--- config.mk ---
export PLATFORM = sky130hd
export DESIGN_NAME = at_modem_response_parser
export DESIGN_NICKNAME = d
export VERILOG_FILES = /design/src/rtl/amrp_pkg.sv /design/src/rtl/amrp_classify.sv /design/src/rtl/amrp_core.sv /design/src/rtl/at_modem_response_parser.sv
export VERILOG_INCLUDE_DIRS = /design/src /design/src/rtl
export SDC_FILE = /design/constraint.sdc
export NUM_CORES = 1
export LEC_CHECK = 0
export ABC_CLOCK_PERIOD_IN_PS = 20500
export BUFFER_PORTS_ARGS = -buffer_cell sky130_fd_sc_hd__buf_2
export CORE_ASPECT_RATIO = 1.4
export CORE_MARGIN = 4
export CORE_UTILIZATION = 30
export DETAILED_ROUTE_END_ITERATION = 12
export GPL_TIMING_DRIVEN = 0
export PLACE_DENSITY = 0.47
export SYNTH_ARGS = -nofsm -noshare
export SYNTH_HDL_FRONTEND = slang
export SYNTH_HIERARCHICAL = 1
export SYNTH_SLANG_ARGS = --single-unit
--- constraint.sdc ---
create_clock -name clk -period 20.5 [get_ports clk]
set_input_delay 5.125 -clock clk [delete_from_list [all_inputs] [get_ports clk]]
set_output_delay 5.125 -clock clk [all_outputs]
set_load 0.02 [all_outputs]
--- src/rtl/at_modem_response_parser_assert.svh ---
// Assertion macros shared by the modem response parser modules.
`ifndef AT_MODEM_RESPONSE_PARSER_ASSERT_SVH
`define AT_MODEM_RESPONSE_PARSER_ASSERT_SVH

// Same-cycle implication under the asynchronous reset.
`define AMRP_ASSERT_IMP(lbl, clk, rstn, ante, cons) \
	lbl: assert property (@(posedge clk) disable iff (!rstn) (ante) |-> (cons)) \
		else $error("at_modem_response_parser: same-cycle check failed");

// Next-cycle implication under the asynchronous reset.
`define AMRP_ASSERT_NXT(lbl, clk, rstn, ante, cons) \
	lbl: assert property (@(posedge clk) disable iff (!rstn) (ante) |=> (cons)) \
		else $error("at_modem_response_parser: next-cycle check failed");

`endif

--- src/rtl/amrp_pkg.sv ---
// Types and constants shared by the modem response parser modules.
package amrp_pkg;

	localparam int CharW     = 8;
	localparam int LenW      = 8;
	localparam int PayLenW   = 12;
	localparam int LinkMaskW = 5;
	localparam int LinkW     = 3;
	localparam int HeadW     = 4 * CharW;
	localparam int TailW     = 11 * CharW;

	localparam logic CmdByte = 1'b0;
	localparam logic CmdSend = 1'b1;

	localparam logic [CharW-1:0] CharNl     = 8'h0A;
	localparam logic [CharW-1:0] CharCr     = 8'h0D;
	localparam logic [CharW-1:0] CharPrompt = 8'h3E;
	localparam logic [CharW-1:0] CharColon  = 8'h3A;
	localparam logic [CharW-1:0] CharComma  = 8'h2C;
	localparam logic [CharW-1:0] CharSpace  = 8'h20;
	localparam logic [CharW-1:0] Char0      = 8'h30;
	localparam logic [CharW-1:0] Char9      = 8'h39;

	localparam logic [31:0] StrIpd      = "+IPD";
	localparam logic [31:0] StrRecv     = "Recv";
	localparam logic [23:0] StrId       = "id:";
	localparam logic [31:0] StrOk       = {"OK", CharCr, CharNl};
	localparam logic [15:0] StrCrNl     = {CharCr, CharNl};
	localparam logic [23:0] StrSpCrNl   = {CharSpace, CharCr, CharNl};
	localparam logic [47:0] StrAte0     = {"ATE0", CharCr, CharNl};
	localparam logic [55:0] StrReady    = {"ready", CharCr, CharNl};
	localparam logic [55:0] StrError    = {"ERROR", CharCr, CharNl};
	localparam logic [63:0] StrClosed   = {"CLOSED", CharCr, CharNl};
	localparam logic [71:0] StrConnect  = {"CONNECT", CharCr, CharNl};
	localparam logic [71:0] StrSendOk   = {"SEND OK", CharCr, CharNl};
	localparam logic [87:0] StrSendFail = {"SEND FAIL", CharCr, CharNl};

	typedef enum logic [3:0] {
		EV_NONE      = 4'd0,
		EV_OK        = 4'd1,
		EV_ERROR     = 4'd2,
		EV_SEND_OK   = 4'd3,
		EV_SEND_FAIL = 4'd4,
		EV_READY     = 4'd5,
		EV_CONNECT   = 4'd6,
		EV_CLOSED    = 4'd7,
		EV_PROMPT    = 4'd8,
		EV_PAYLOAD   = 4'd9,
		EV_OTHER     = 4'd10,
		EV_OVERFLOW  = 4'd11
	} event_t;

	typedef enum logic [1:0] {
		ST_IDLE    = 2'd0,
		ST_READY   = 2'd1,
		ST_SENDING = 2'd2,
		ST_ERROR   = 2'd3
	} status_t;

	typedef struct packed {
		event_t                 ev;
		logic [LinkW-1:0]       link;
		logic                   pvalid;
		logic [CharW-1:0]       pbyte;
		logic                   plast;
		logic [CharW-1:0]       plink;
		status_t                status;
		logic                   ready;
		logic [LinkMaskW-1:0]   links;
	} res_t;

endpackage

--- src/rtl/amrp_classify.sv ---
// Line classifier that matches the head and tail bytes of a finished line.
module amrp_classify (
	input  logic [amrp_pkg::LenW-1:0]  len,
	input  logic [amrp_pkg::HeadW-1:0] head,
	input  logic [amrp_pkg::TailW-1:0] tail,
	output amrp_pkg::event_t           ev
);

	always_comb begin
		priority if (len >= 8'd9 && tail[71:0] == amrp_pkg::StrConnect) begin
			ev = amrp_pkg::EV_CONNECT;
		end else if (len >= 8'd8 && tail[63:0] == amrp_pkg::StrClosed) begin
			ev = amrp_pkg::EV_CLOSED;
		end else if (len >= 8'd4 && head == amrp_pkg::StrRecv) begin
			ev = amrp_pkg::EV_NONE;
		end else if (len >= 8'd3 && head[31:8] == amrp_pkg::StrId) begin
			ev = amrp_pkg::EV_NONE;
		end else begin
			unique case (len)
				8'd1: ev = (tail[7:0] == amrp_pkg::CharNl) ?
					amrp_pkg::EV_NONE : amrp_pkg::EV_OTHER;
				8'd2: ev = (tail[15:0] == amrp_pkg::StrCrNl) ?
					amrp_pkg::EV_NONE : amrp_pkg::EV_OTHER;
				8'd3: ev = (tail[23:0] == amrp_pkg::StrSpCrNl) ?
					amrp_pkg::EV_NONE : amrp_pkg::EV_OTHER;
				8'd4: ev = (head == amrp_pkg::StrOk) ?
					amrp_pkg::EV_OK : amrp_pkg::EV_NONE;
				8'd6: ev = (tail[47:0] == amrp_pkg::StrAte0) ?
					amrp_pkg::EV_NONE : amrp_pkg::EV_OTHER;
				8'd7: begin
					priority if (tail[55:0] == amrp_pkg::StrReady) begin
						ev = amrp_pkg::EV_READY;
					end else if (tail[55:0] == amrp_pkg::StrError) begin
						ev = amrp_pkg::EV_ERROR;
					end else begin
						ev = amrp_pkg::EV_OTHER;
					end
				end
				8'd9: ev = (tail[71:0] == amrp_pkg::StrSendOk) ?
					amrp_pkg::EV_SEND_OK : amrp_pkg::EV_OTHER;
				8'd11: ev = (tail == amrp_pkg::StrSendFail) ?
					amrp_pkg::EV_SEND_FAIL : amrp_pkg::EV_OTHER;
				default: ev = amrp_pkg::EV_OTHER;
			endcase
		end
	end

endmodule

--- src/rtl/amrp_core.sv ---
// Parser state and the combinational step logic for one received beat.
`include "at_modem_response_parser_assert.svh"

module amrp_core #(
	parameter int LINE_MAX    = 128,
	parameter int PAYLOAD_MAX = 2048,
	parameter int LINK_COUNT  = 5
) (
	input  logic                       clk,
	input  logic                       arst_n,
	input  logic                       step,
	input  logic                       cmd,
	input  logic [amrp_pkg::CharW-1:0] c,
	output amrp_pkg::res_t             res
);

	logic [amrp_pkg::LenW-1:0]      line_length_q, line_length_d, len_n;
	logic [amrp_pkg::HeadW-1:0]     head_q, head_d, head_n;
	logic [amrp_pkg::TailW-1:0]     tail_q, tail_d, tail_n;
	logic [1:0]                     hc_q, hc_d;
	logic [amrp_pkg::CharW-1:0]     hlink_q, hlink_d;
	logic [amrp_pkg::PayLenW-1:0]   hlen_q, hlen_d;
	logic                           in_pay_q, in_pay_d;
	logic [amrp_pkg::PayLenW-1:0]   rem_q, rem_d;
	amrp_pkg::status_t              status_q, status_d;
	logic                           rdy_q, rdy_d;
	logic [amrp_pkg::LinkMaskW-1:0] mask_q, mask_d;
	amrp_pkg::event_t               cls_ev;
	logic                           pay_go, is_ipd, is_digit;
	logic [15:0]                    acc;
	logic [3:0]                     lk_line, lk_hdr;

	function automatic logic [3:0] link_of(input logic [amrp_pkg::CharW-1:0] ch);
		logic [amrp_pkg::CharW-1:0] diff;
		diff = ch - amrp_pkg::Char0;
		return {(ch >= amrp_pkg::Char0) && (diff < 8'(LINK_COUNT)), diff[2:0]};
	endfunction

	always_comb begin
		len_n  = line_length_q + 8'd1;
		tail_n = {tail_q[amrp_pkg::TailW-amrp_pkg::CharW-1:0], c};
		head_n = head_q;
		for (int i = 0; i < 4; i++) begin
			if (line_length_q == 8'(i)) begin
				head_n[amrp_pkg::HeadW-1-8*i -: 8] = c;
			end
		end
	end

	amrp_classify u_classify (
		.len  (len_n),
		.head (head_n),
		.tail (tail_n),
		.ev   (cls_ev)
	);

	assign pay_go   = in_pay_q && (rem_q != '0);
	assign is_ipd   = (line_length_q >= 8'd4) && (head_q == amrp_pkg::StrIpd);
	assign is_digit = (c >= amrp_pkg::Char0) && (c <= amrp_pkg::Char9);
	assign acc      = ({4'b0, hlen_q} << 3) + ({4'b0, hlen_q} << 1)
		+ {8'b0, c - amrp_pkg::Char0};
	assign lk_line  = link_of(head_n[amrp_pkg::HeadW-1 -: 8]);

	always_comb begin
		line_length_d = line_length_q;
		head_d        = head_q;
		tail_d        = tail_q;
		hc_d          = hc_q;
		hlink_d       = hlink_q;
		hlen_d        = hlen_q;
		in_pay_d      = in_pay_q;
		rem_d         = rem_q;
		status_d      = status_q;
		rdy_d         = rdy_q;
		mask_d        = mask_q;
		res           = '0;
		res.ev        = amrp_pkg::EV_NONE;
		lk_hdr        = '0;

		if (cmd == amrp_pkg::CmdSend) begin
			status_d = amrp_pkg::ST_SENDING;
		end else if (pay_go) begin
			res.pvalid = 1'b1;
			res.pbyte  = c;
			res.plink  = hlink_q;
			rem_d      = rem_q - amrp_pkg::PayLenW'(1);
			if (rem_q == amrp_pkg::PayLenW'(1)) begin
				res.plast = 1'b1;
				in_pay_d  = 1'b0;
			end
		end else begin
			in_pay_d      = 1'b0;
			head_d        = head_n;
			tail_d        = tail_n;
			line_length_d = len_n;
			if (is_ipd) begin
				priority if (c == amrp_pkg::CharComma) begin
					if (hc_q != 2'd3) begin
						hc_d = hc_q + 2'd1;
					end
				end else if (hc_q == 2'd1) begin
					hlink_d = c;
				end else if (hc_q == 2'd2 && c != amrp_pkg::CharColon) begin
					if (is_digit) begin
						if (acc > 16'(PAYLOAD_MAX)) begin
							hlen_d = amrp_pkg::PayLenW'(PAYLOAD_MAX);
						end else begin
							hlen_d = acc[amrp_pkg::PayLenW-1:0];
						end
					end else begin
						hc_d = 2'd3;
					end
				end
			end
			lk_hdr = link_of(hlink_d);

			priority if (c == amrp_pkg::CharNl) begin
				res.ev = cls_ev;
				unique case (cls_ev)
					amrp_pkg::EV_OK, amrp_pkg::EV_SEND_OK: status_d = amrp_pkg::ST_READY;
					amrp_pkg::EV_ERROR, amrp_pkg::EV_SEND_FAIL: status_d = amrp_pkg::ST_ERROR;
					amrp_pkg::EV_READY: rdy_d = 1'b1;
					amrp_pkg::EV_CONNECT: begin
						if (lk_line[3]) begin
							res.link = lk_line[2:0];
							mask_d   = mask_q | (amrp_pkg::LinkMaskW'(1) << lk_line[2:0]);
						end
					end
					amrp_pkg::EV_CLOSED: begin
						if (lk_line[3]) begin
							res.link = lk_line[2:0];
							mask_d   = mask_q & ~(amrp_pkg::LinkMaskW'(1) << lk_line[2:0]);
						end
					end
					default: ;
				endcase
				line_length_d = '0;
				hc_d          = '0;
				hlen_d        = '0;
			end else if (c == amrp_pkg::CharPrompt) begin
				res.ev        = amrp_pkg::EV_PROMPT;
				line_length_d = '0;
				hc_d          = '0;
				hlen_d        = '0;
			end else if (c == amrp_pkg::CharColon && is_ipd) begin
				res.ev        = amrp_pkg::EV_PAYLOAD;
				res.link      = lk_hdr[3] ? lk_hdr[2:0] : '0;
				rem_d         = hlen_q;
				in_pay_d      = (hlen_q != '0);
				line_length_d = '0;
				hc_d          = '0;
				hlen_d        = '0;
			end else if (len_n >= 8'(LINE_MAX)) begin
				res.ev        = amrp_pkg::EV_OVERFLOW;
				line_length_d = '0;
				hc_d          = '0;
				hlen_d        = '0;
			end
		end

		res.status = status_d;
		res.ready  = rdy_d;
		res.links  = mask_d;
	end

	always_ff @(posedge clk or negedge arst_n) begin
		if (!arst_n) begin
			line_length_q <= '0;
			hc_q          <= '0;
			hlink_q       <= '0;
			hlen_q        <= '0;
			in_pay_q      <= 1'b0;
			rem_q         <= '0;
			status_q      <= amrp_pkg::ST_IDLE;
			rdy_q         <= 1'b0;
			mask_q        <= '0;
		end else if (step) begin
			line_length_q <= line_length_d;
			hc_q          <= hc_d;
			hlink_q       <= hlink_d;
			hlen_q        <= hlen_d;
			in_pay_q      <= in_pay_d;
			rem_q         <= rem_d;
			status_q      <= status_d;
			rdy_q         <= rdy_d;
			mask_q        <= mask_d;
		end
	end

	always_ff @(posedge clk) begin
		if (step) begin
			head_q <= head_d;
			tail_q <= tail_d;
		end
	end

	`AMRP_ASSERT_IMP(a_pay_count, clk, arst_n, 1'b1, in_pay_q == (rem_q != '0))
	`AMRP_ASSERT_IMP(a_line_range, clk, arst_n, 1'b1, line_length_q < 8'(LINE_MAX))
	`AMRP_ASSERT_IMP(a_len_sat, clk, arst_n, 1'b1, hlen_q <= amrp_pkg::PayLenW'(PAYLOAD_MAX))

endmodule

--- src/rtl/at_modem_response_parser.sv ---
// Top level of the modem response parser: input stage, parser core and result register.
//
//   channel  direction  tdata                  tuser                 tlast
//   s_*      in         rx_byte                command               -
//   m_*      out        link, payload, status  event, payload flag   payload last
//
// The parser core steps once per beat, so one beat is accepted per clock while the output is not stalled.
// An accepted beat passes the input stage, then the result register, before it reaches m_tvalid.
// The reset clears both stage valids and the parser state apart from the head and tail byte registers;
// there is no clearing pass. When m_tready is low the result register holds, and s_tready falls only once the
// input stage also holds a beat.
`include "at_modem_response_parser_assert.svh"

module at_modem_response_parser #(
	parameter int LINE_MAX    = 128,
	parameter int PAYLOAD_MAX = 2048,
	parameter int LINK_COUNT  = 5
) (
	input  logic        clk,
	input  logic        arst_n,
	input  logic        s_tvalid,
	output logic        s_tready,
	input  logic [7:0]  s_tdata,  // [7:0] rx_byte
	input  logic        s_tuser,  // [0] command
	output logic        m_tvalid,
	input  logic        m_tready,
	output logic [31:0] m_tdata,  // [2:0] event_link, [10:3] payload_byte,
	                              // [18:11] payload_link, [20:19] modem_status,
	                              // [21] modem_ready, [26:22] links_connected
	output logic [4:0]  m_tuser,  // [3:0] event_res, [4] payload_valid
	output logic        m_tlast   // payload_last
);

	logic                       valid_s1, cmd_s1, valid_s2, out_free, adv;
	logic [amrp_pkg::CharW-1:0] byte_s1;
	amrp_pkg::res_t             res, res_s2;

	assign out_free = !valid_s2 || m_tready;
	assign adv      = valid_s1 && out_free;
	assign s_tready = !valid_s1 || out_free;

	always_ff @(posedge clk or negedge arst_n) begin
		if (!arst_n) begin
			valid_s1 <= 1'b0;
			valid_s2 <= 1'b0;
		end else begin
			if (s_tready) begin
				valid_s1 <= s_tvalid;
			end
			if (out_free) begin
				valid_s2 <= adv;
			end
		end
	end

	always_ff @(posedge clk) begin
		if (s_tvalid && s_tready) begin
			cmd_s1  <= s_tuser;
			byte_s1 <= s_tdata;
		end
		if (adv) begin
			res_s2 <= res;
		end
	end

	amrp_core #(
		.LINE_MAX    (LINE_MAX),
		.PAYLOAD_MAX (PAYLOAD_MAX),
		.LINK_COUNT  (LINK_COUNT)
	) u_core (
		.clk    (clk),
		.arst_n (arst_n),
		.step   (adv),
		.cmd    (cmd_s1),
		.c      (byte_s1),
		.res    (res)
	);

	assign m_tvalid = valid_s2;
	assign m_tdata  = {5'b0, res_s2.links, res_s2.ready, res_s2.status, res_s2.plink,
		res_s2.pbyte, res_s2.link};
	assign m_tuser  = {res_s2.pvalid, res_s2.ev};
	assign m_tlast  = res_s2.plast;

	`AMRP_ASSERT_NXT(a_adv_out, clk, arst_n, adv, m_tvalid)
	`AMRP_ASSERT_IMP(a_stall_full, clk, arst_n, !s_tready, valid_s1 && valid_s2 && !m_tready)

endmodule

[Word-level counts from Yosys, hierarchy flattened]
Cells that the tools add are included.
Storage, ports and cells
  register bits after elaboration: 207
  output and inout bits: 40
  logic and storage cells: 215
Cells by class
  $add $sub $neg: 8
  order comparisons: 13
  equality and inequality tests: 48
  shift operators: 1
  multiplexer cells: 81
  bitwise gates (word level): 5
  reduce and logical (&&, ||, !) cells: 35
Operators by type and width (count)
  12-bit two-way mux: 14
  72-bit by 71-bit == test with 1-bit output, second input constant: 2
  56-bit by 55-bit == test with 1-bit output, second input constant: 2
  8-bit two-way mux: 13
  88-bit by 87-bit == test with 1-bit output, second input constant: 1
  32-bit by 31-bit == test with 1-bit output, second input constant: 2
  64-bit by 63-bit == test with 1-bit output, second input constant: 1
  4-bit two-way mux: 15
  48-bit by 47-bit == test with 1-bit output, second input constant: 1
  32-bit by 30-bit == test with 1-bit output, second input constant: 1
  8-bit by 2-bit == test with 1-bit output, second input constant: 4
  4-bit one-hot mux with 8 select lines: 1
  2-bit two-way mux: 13
  5-bit two-way mux: 5
  24-bit by 22-bit == test with 1-bit output, second input constant: 1
  24-bit by 23-bit == test with 1-bit output, second input constant: 1
  8-bit by 3-bit == test with 1-bit output, second input constant: 3
  8-bit by 4-bit == test with 1-bit output, second input constant: 3
  8-bit by 6-bit == test with 1-bit output, second input constant: 3
  8-bit by 6-bit greater-or-equal comparator with 1-bit output, second input constant: 3
  12-bit nonzero test: 2
  8-bit by 6-bit subtractor with 8-bit output, second input constant: 3
  18-bit two-way mux: 1
  15-bit by 13-bit adder with 16-bit output: 1
  other kinds (46): 95

[Depth between registers and ports, before layout]
  depth after elaboration: 15
  depth in mapped cells: 19
  mapped depth without buffers: 17

[Cells and area by module]
The synthesis kept the hierarchy.
Modules (own cells, without submodules)
  amrp_core: times used 1, cells each 681, area each 8007.7 sq um
  at_modem_response_parser: times used 1, cells each 56, area each 1406.3 sq um
  amrp_classify: times used 1, cells each 170, area each 1164.9 sq um

[Worst setup path after synthesis]
OpenSTA, ideal clock, no wires.
  kind: input to register
  start point: input m_tready
  end point: register u_core/hlink_q[1] (netlist name)
  setup time: 0.135 ns
  data arrival time: 11.054 ns
  required time: 20.365 ns
  slack: 9.311 ns
  cell stages on the path: 12
  cells stage by stage: nand2b_1 -> and2_1 -> nand2b_1 -> clkbuf_1 -> nand2b_1 -> buf_2 -> inv_1 -> clkbuf_1 -> nand2_1 -> clkbuf_1 -> nand2_1 -> o21ai_0
On the way
  cells in the longest elaborated chain, start to end: 3
RTL lines
  start: declaration: line at_modem_response_parser.sv:26  | input logic m_tready,
  1-bit logical OR: line at_modem_response_parser.sv:38  | assign out_free = !valid_s2 || m_tready;
  1-bit logical AND: line at_modem_response_parser.sv:39  | assign adv = valid_s1 && out_free;
  named net adv: line at_modem_response_parser.sv:34  | logic valid_s1, cmd_s1, valid_s2, out_free, adv;
  3-bit AND reduction (no line)
  end signal: assignment: line amrp_core.sv:180  | hlink_q <= hlink_d;
  end: declaration: line amrp_core.sv:21  | logic [amrp_pkg::CharW-1:0] hlink_q, hlink_d;
The timed path passes the listed nets, and every way through them passes these cells.
A chain may end at the register's enable or synchronous reset.

[Worst setup path after layout]
  start point: input m_tready
  end point: output s_tready
On the way
  cells in the longest elaborated chain, start to end: 2
RTL lines
  1-bit logical OR: line at_modem_response_parser.sv:38
  1-bit logical OR: line at_modem_response_parser.sv:40  | assign s_tready = !valid_s1 || out_free;
  end: declaration: line at_modem_response_parser.sv:22  | output logic s_tready,
No other way between the ends.

==> summary.md <==
| Metric | Value |
|---|---|
| Die width | `167 um` |
| Share of synthesized area occupied by flip-flops and latches | `56.3%` |
| Total count of max-transition violations in the final report | `0` |
| Placed wire-length estimate | `21.5 mm` |
| Initial Util | `30.3%` |
| Number of library cell types mapped by synthesis | `79` |
| Number of port buffers | `47` |
| Biggest fanout along the worst timing path | `3` |
| Ranking of synthesized cells by area | `edfxtp_1 44%, dfrtp_1 13%, ha_1 3.7%` |
| Number of nets in the layout | `1035` |
| Number of max-cap violations | `0` |
| Die Height | `230 um` |
| Maximum number of pins on one net before global-route repair | `69` |
| Peak supply drop | `0.0000524 V` |
| Hold Violations, Final | `0` |
| H-Tree Level Count | `1` |
| TritonCTS clock tree | `yes` |
| Remaining number of nets flagged by the antenna check after routing | `0` |
| Library cell occupying the most area in the post-synthesis netlist | `edfxtp_1` |
| Critical path's most frequent cell | `buf_2` |
| Post-detailed-route via-to-cell ratio | `5.24` |
| Cell area power density | `89.7 nW/um^2` |
| DRC Markers | `0` |
| CTS Hold Buffers Added | `0` |
| Startpoint of the worst register-to-register path | `u_core/line_length_q[5]` |
| Proportion of layout cells with a drive suffix above 1 | `13.0%` |
| Clock insertion delay at the later pin of the skew report | `530 ps` |
| Flop and latch count out of synthesis | `207` |
| Critical path type | `in -> out` |
| Mean Syn Cell Area | `11.7 um^2` |
| Slack of the worst reg-to-reg path | `14640 ps` |
| Synth Instances | `907` |
| Total wire length | `29.1 mm` |
| Yosys Warn Count | `6` |
| Wire length of the first global-routing pass | `45.3 mm` |
| GP Congestion | `0.848` |
| Worst-case clock skew | `25.4 ps` |
| Number of ports placed on the die boundary | `53` |
| Maximum frequency from static timing analysis | `93.8 MHz` |
| Leading cell type in the layout, fill and taps excluded | `edfxtp_1` |
| Count of cells resized by post-cts repair | `0` |
| Critical path endpoint | `s_tready` |
| Worst Path Arrival | `5540 ps` |
| Share of the synthesized area in the top cell type | `43.7%` |
| Critical path cell sequence | `buf_2 -> nand3b_4 -> buf_2` |
| Finish-stage setup viols | `0` |
| Post-layout minimum cycle time | `10660 ps` |
| CP peak stage delay | `160 ps` |
| Reported leakage power | `4.41 nW` |
| Summed instance area of the synthesized netlist | `10600 um^2` |
| Clock root buffer | `clkbuf_16` |
| Required time at the worst-slack endpoint | `15380 ps` |
| Floorplan Core Area | `34900 um^2` |
| Critical Path Start Type | `input pin` |
| Number of diodes | `0` |
| Endpoint of the most critical register-to-register path | `m_tdata[22]` |
| Kind of end point of the critical path | `output pin` |
| Most used flip-flop cell after synthesis | `edfxtp_1` |
| Routed length per instance | `19.9 um` |
| Overall routing resource usage | `14.8%` |
| CTS clk-pin slew, worst paths | `60 ps` |
| Setup TNS | `0 ps` |
| Post-CTS Setup Repair Bufs | `0` |
| Syn-to-layout area delta | `14.5%` |
| Unrepaired setup endpoints after global routing | `false` |
| Number of enable flip-flop cells after synthesis | `154` |
| Hold/Removal Path Class | `reg -> reg` |
| CTS buffer count | `23` |
| Area of the die | `38400 um^2` |
| Commonest cells after routing, fill and taps aside | `154 x edfxtp_1, 77 x nand2_1, 61 x o21ai_0, 54 x nor2_1, 53 x dfrtp_1` |
| Final Cycle Share | `52.0%` |
| GR Overflow Total | `0` |
| Floorplan row count | `81` |
| First-pass iteration count of the detailed router | `5` |
| Count of cells along the worst register-to-register path | `17` |
| Worst hold-check slack | `439 ps` |
| Number of clock sinks | `207` |
| Number of antenna violations at the first check in global routing | `0` |
| FILL cells | `3535` |
| Slowest cell on crit path | `buf_2` |
| Status | `finished, final reports clean` |
| Number of buffers between clock root and the deepest sink | `3` |
| Via count | `7640` |
| Worst slew slack as a fraction of its limit | `23.0%` |
| Initial drt markers | `498` |
| Timing startpoint of the critical path | `m_tready` |
| Transition time of the tightest slew-check pin | `1140 ps` |
| Post-synth ARST share | `25.6%` |
| Via count of the first global-routing pass | `7868` |
power by group:
part | total [mW] | internal, mW | switching (mW)
clock network | 0.376 | 0.207 | 0.169
registers | 0.505 | 0.485 | 0.0203
logic | 0.206 | 0.0697 | 0.136
total | 1.09 | 0.762 | 0.325
per-stage QoR:
stage	std cells	utilization, %	setup slack, ps	instance area, um^2	power [mW]
6_report	1458	34.8	9840	12100	1.09
3_5_place_dp	1416	32.8	9830	11500	0.720
4_1_cts	1458	34.8	9830	12100	1.10
3_3_place_gp	1414	32.7	6430	11400	0.719
2_1_floorplan	911	-	9310	10600	0.653
5_1_grt	1458	34.8	9820	12100	1.14
registers in the layout, indices dropped and copies added (netlist names), 2 cells and up:
register and count:
u_core/head_q 32, u_core/hlink_q 8, u_core/status_q 2, u_core/mask_q 5, u_core/line_length_q 8, byte_s1 8
u_core/hlen_q 12, m_tuser 5, m_tdata 27, u_core/tail_q 80, u_core/rem_q 12, u_core/hc_q 2
layout make-up:
type	instances	area, um^2	share of cell area, %
Clock inverter	13	65.1	0.537
Timing Repair Buffer	49	285	2.35
Sequential cell	207	5950	49.1
Buffer	36	165	1.36
Inverter	28	105	0.867
Clock buffer	29	598	4.94
Multi-Input combinational cell	640	4380	36.1
Tap cell	456	571	4.71
worst min path at each step:
| stage | start | endpoint | slack, ps | depth (start not counted) |
|---|---|---|---|---|
| detailed placement | u_core/tail_q[2] | u_core/tail_q[10] | 430 | 0 |
| global route | u_core/tail_q[0] | u_core/tail_q[8] | 460 | 0 |
| CTS | u_core/tail_q[2] | u_core/tail_q[10] | 440 | 0 |
| finish | u_core/tail_q[54] | u_core/tail_q[62] | 440 | 0 |
| floorplan | u_core/tail_q[65] | u_core/tail_q[73] | 420 | 0 |
| global placement | u_core/tail_q[68] | u_core/tail_q[76] | 430 | 0 |
synthesized netlist by cell type, types with 27 or more instances:
cell / count
o21ai_0: 61
nand2_1: 77
inv_1: 28
nor2_1: 54
nor4_1: 28
nand3_1: 33
o31ai_1: 28
nor3_1: 28
ha_1: 31
dfrtp_1: 53
clkbuf_1: 27
edfxtp_1: 154
logic make-up (layout without fill, tap and decap cells):
logic type | Yosys count | count (layout) | synth area share [%]
buffers and inverters | 64 | 155 | 2.52
DFF | 207 | 207 | 56.3
xor gates and xnor gates | 17 | 17 | 1.41
and+or+nand+nor | 375 | 375 | 20.9
other | 1 | 5 | 0.0354
muxes | 29 | 29 | 2.98
AOI/OAI and AO/OA | 177 | 177 | 11.1
adders and majority gates | 37 | 37 | 4.80
worst max-delay path, delay by kind of cell:
kind / cells / cell delay, ps
simple gates: 1 / 150
buf+inv: 2 / 260
per-layer routing:
layer | up-vias | GRT usage, % | share of wire, %
met5 | - | 0 | 0
li1 | 3664 | - | -
met3 | 41 | 1.55 | 3.2
met2 | 129 | 28.0 | 54
met4 | 0 | 4.86 | 2.8
met1 | 3806 | 17.4 | 40
(Power assumes the default switching activity.)
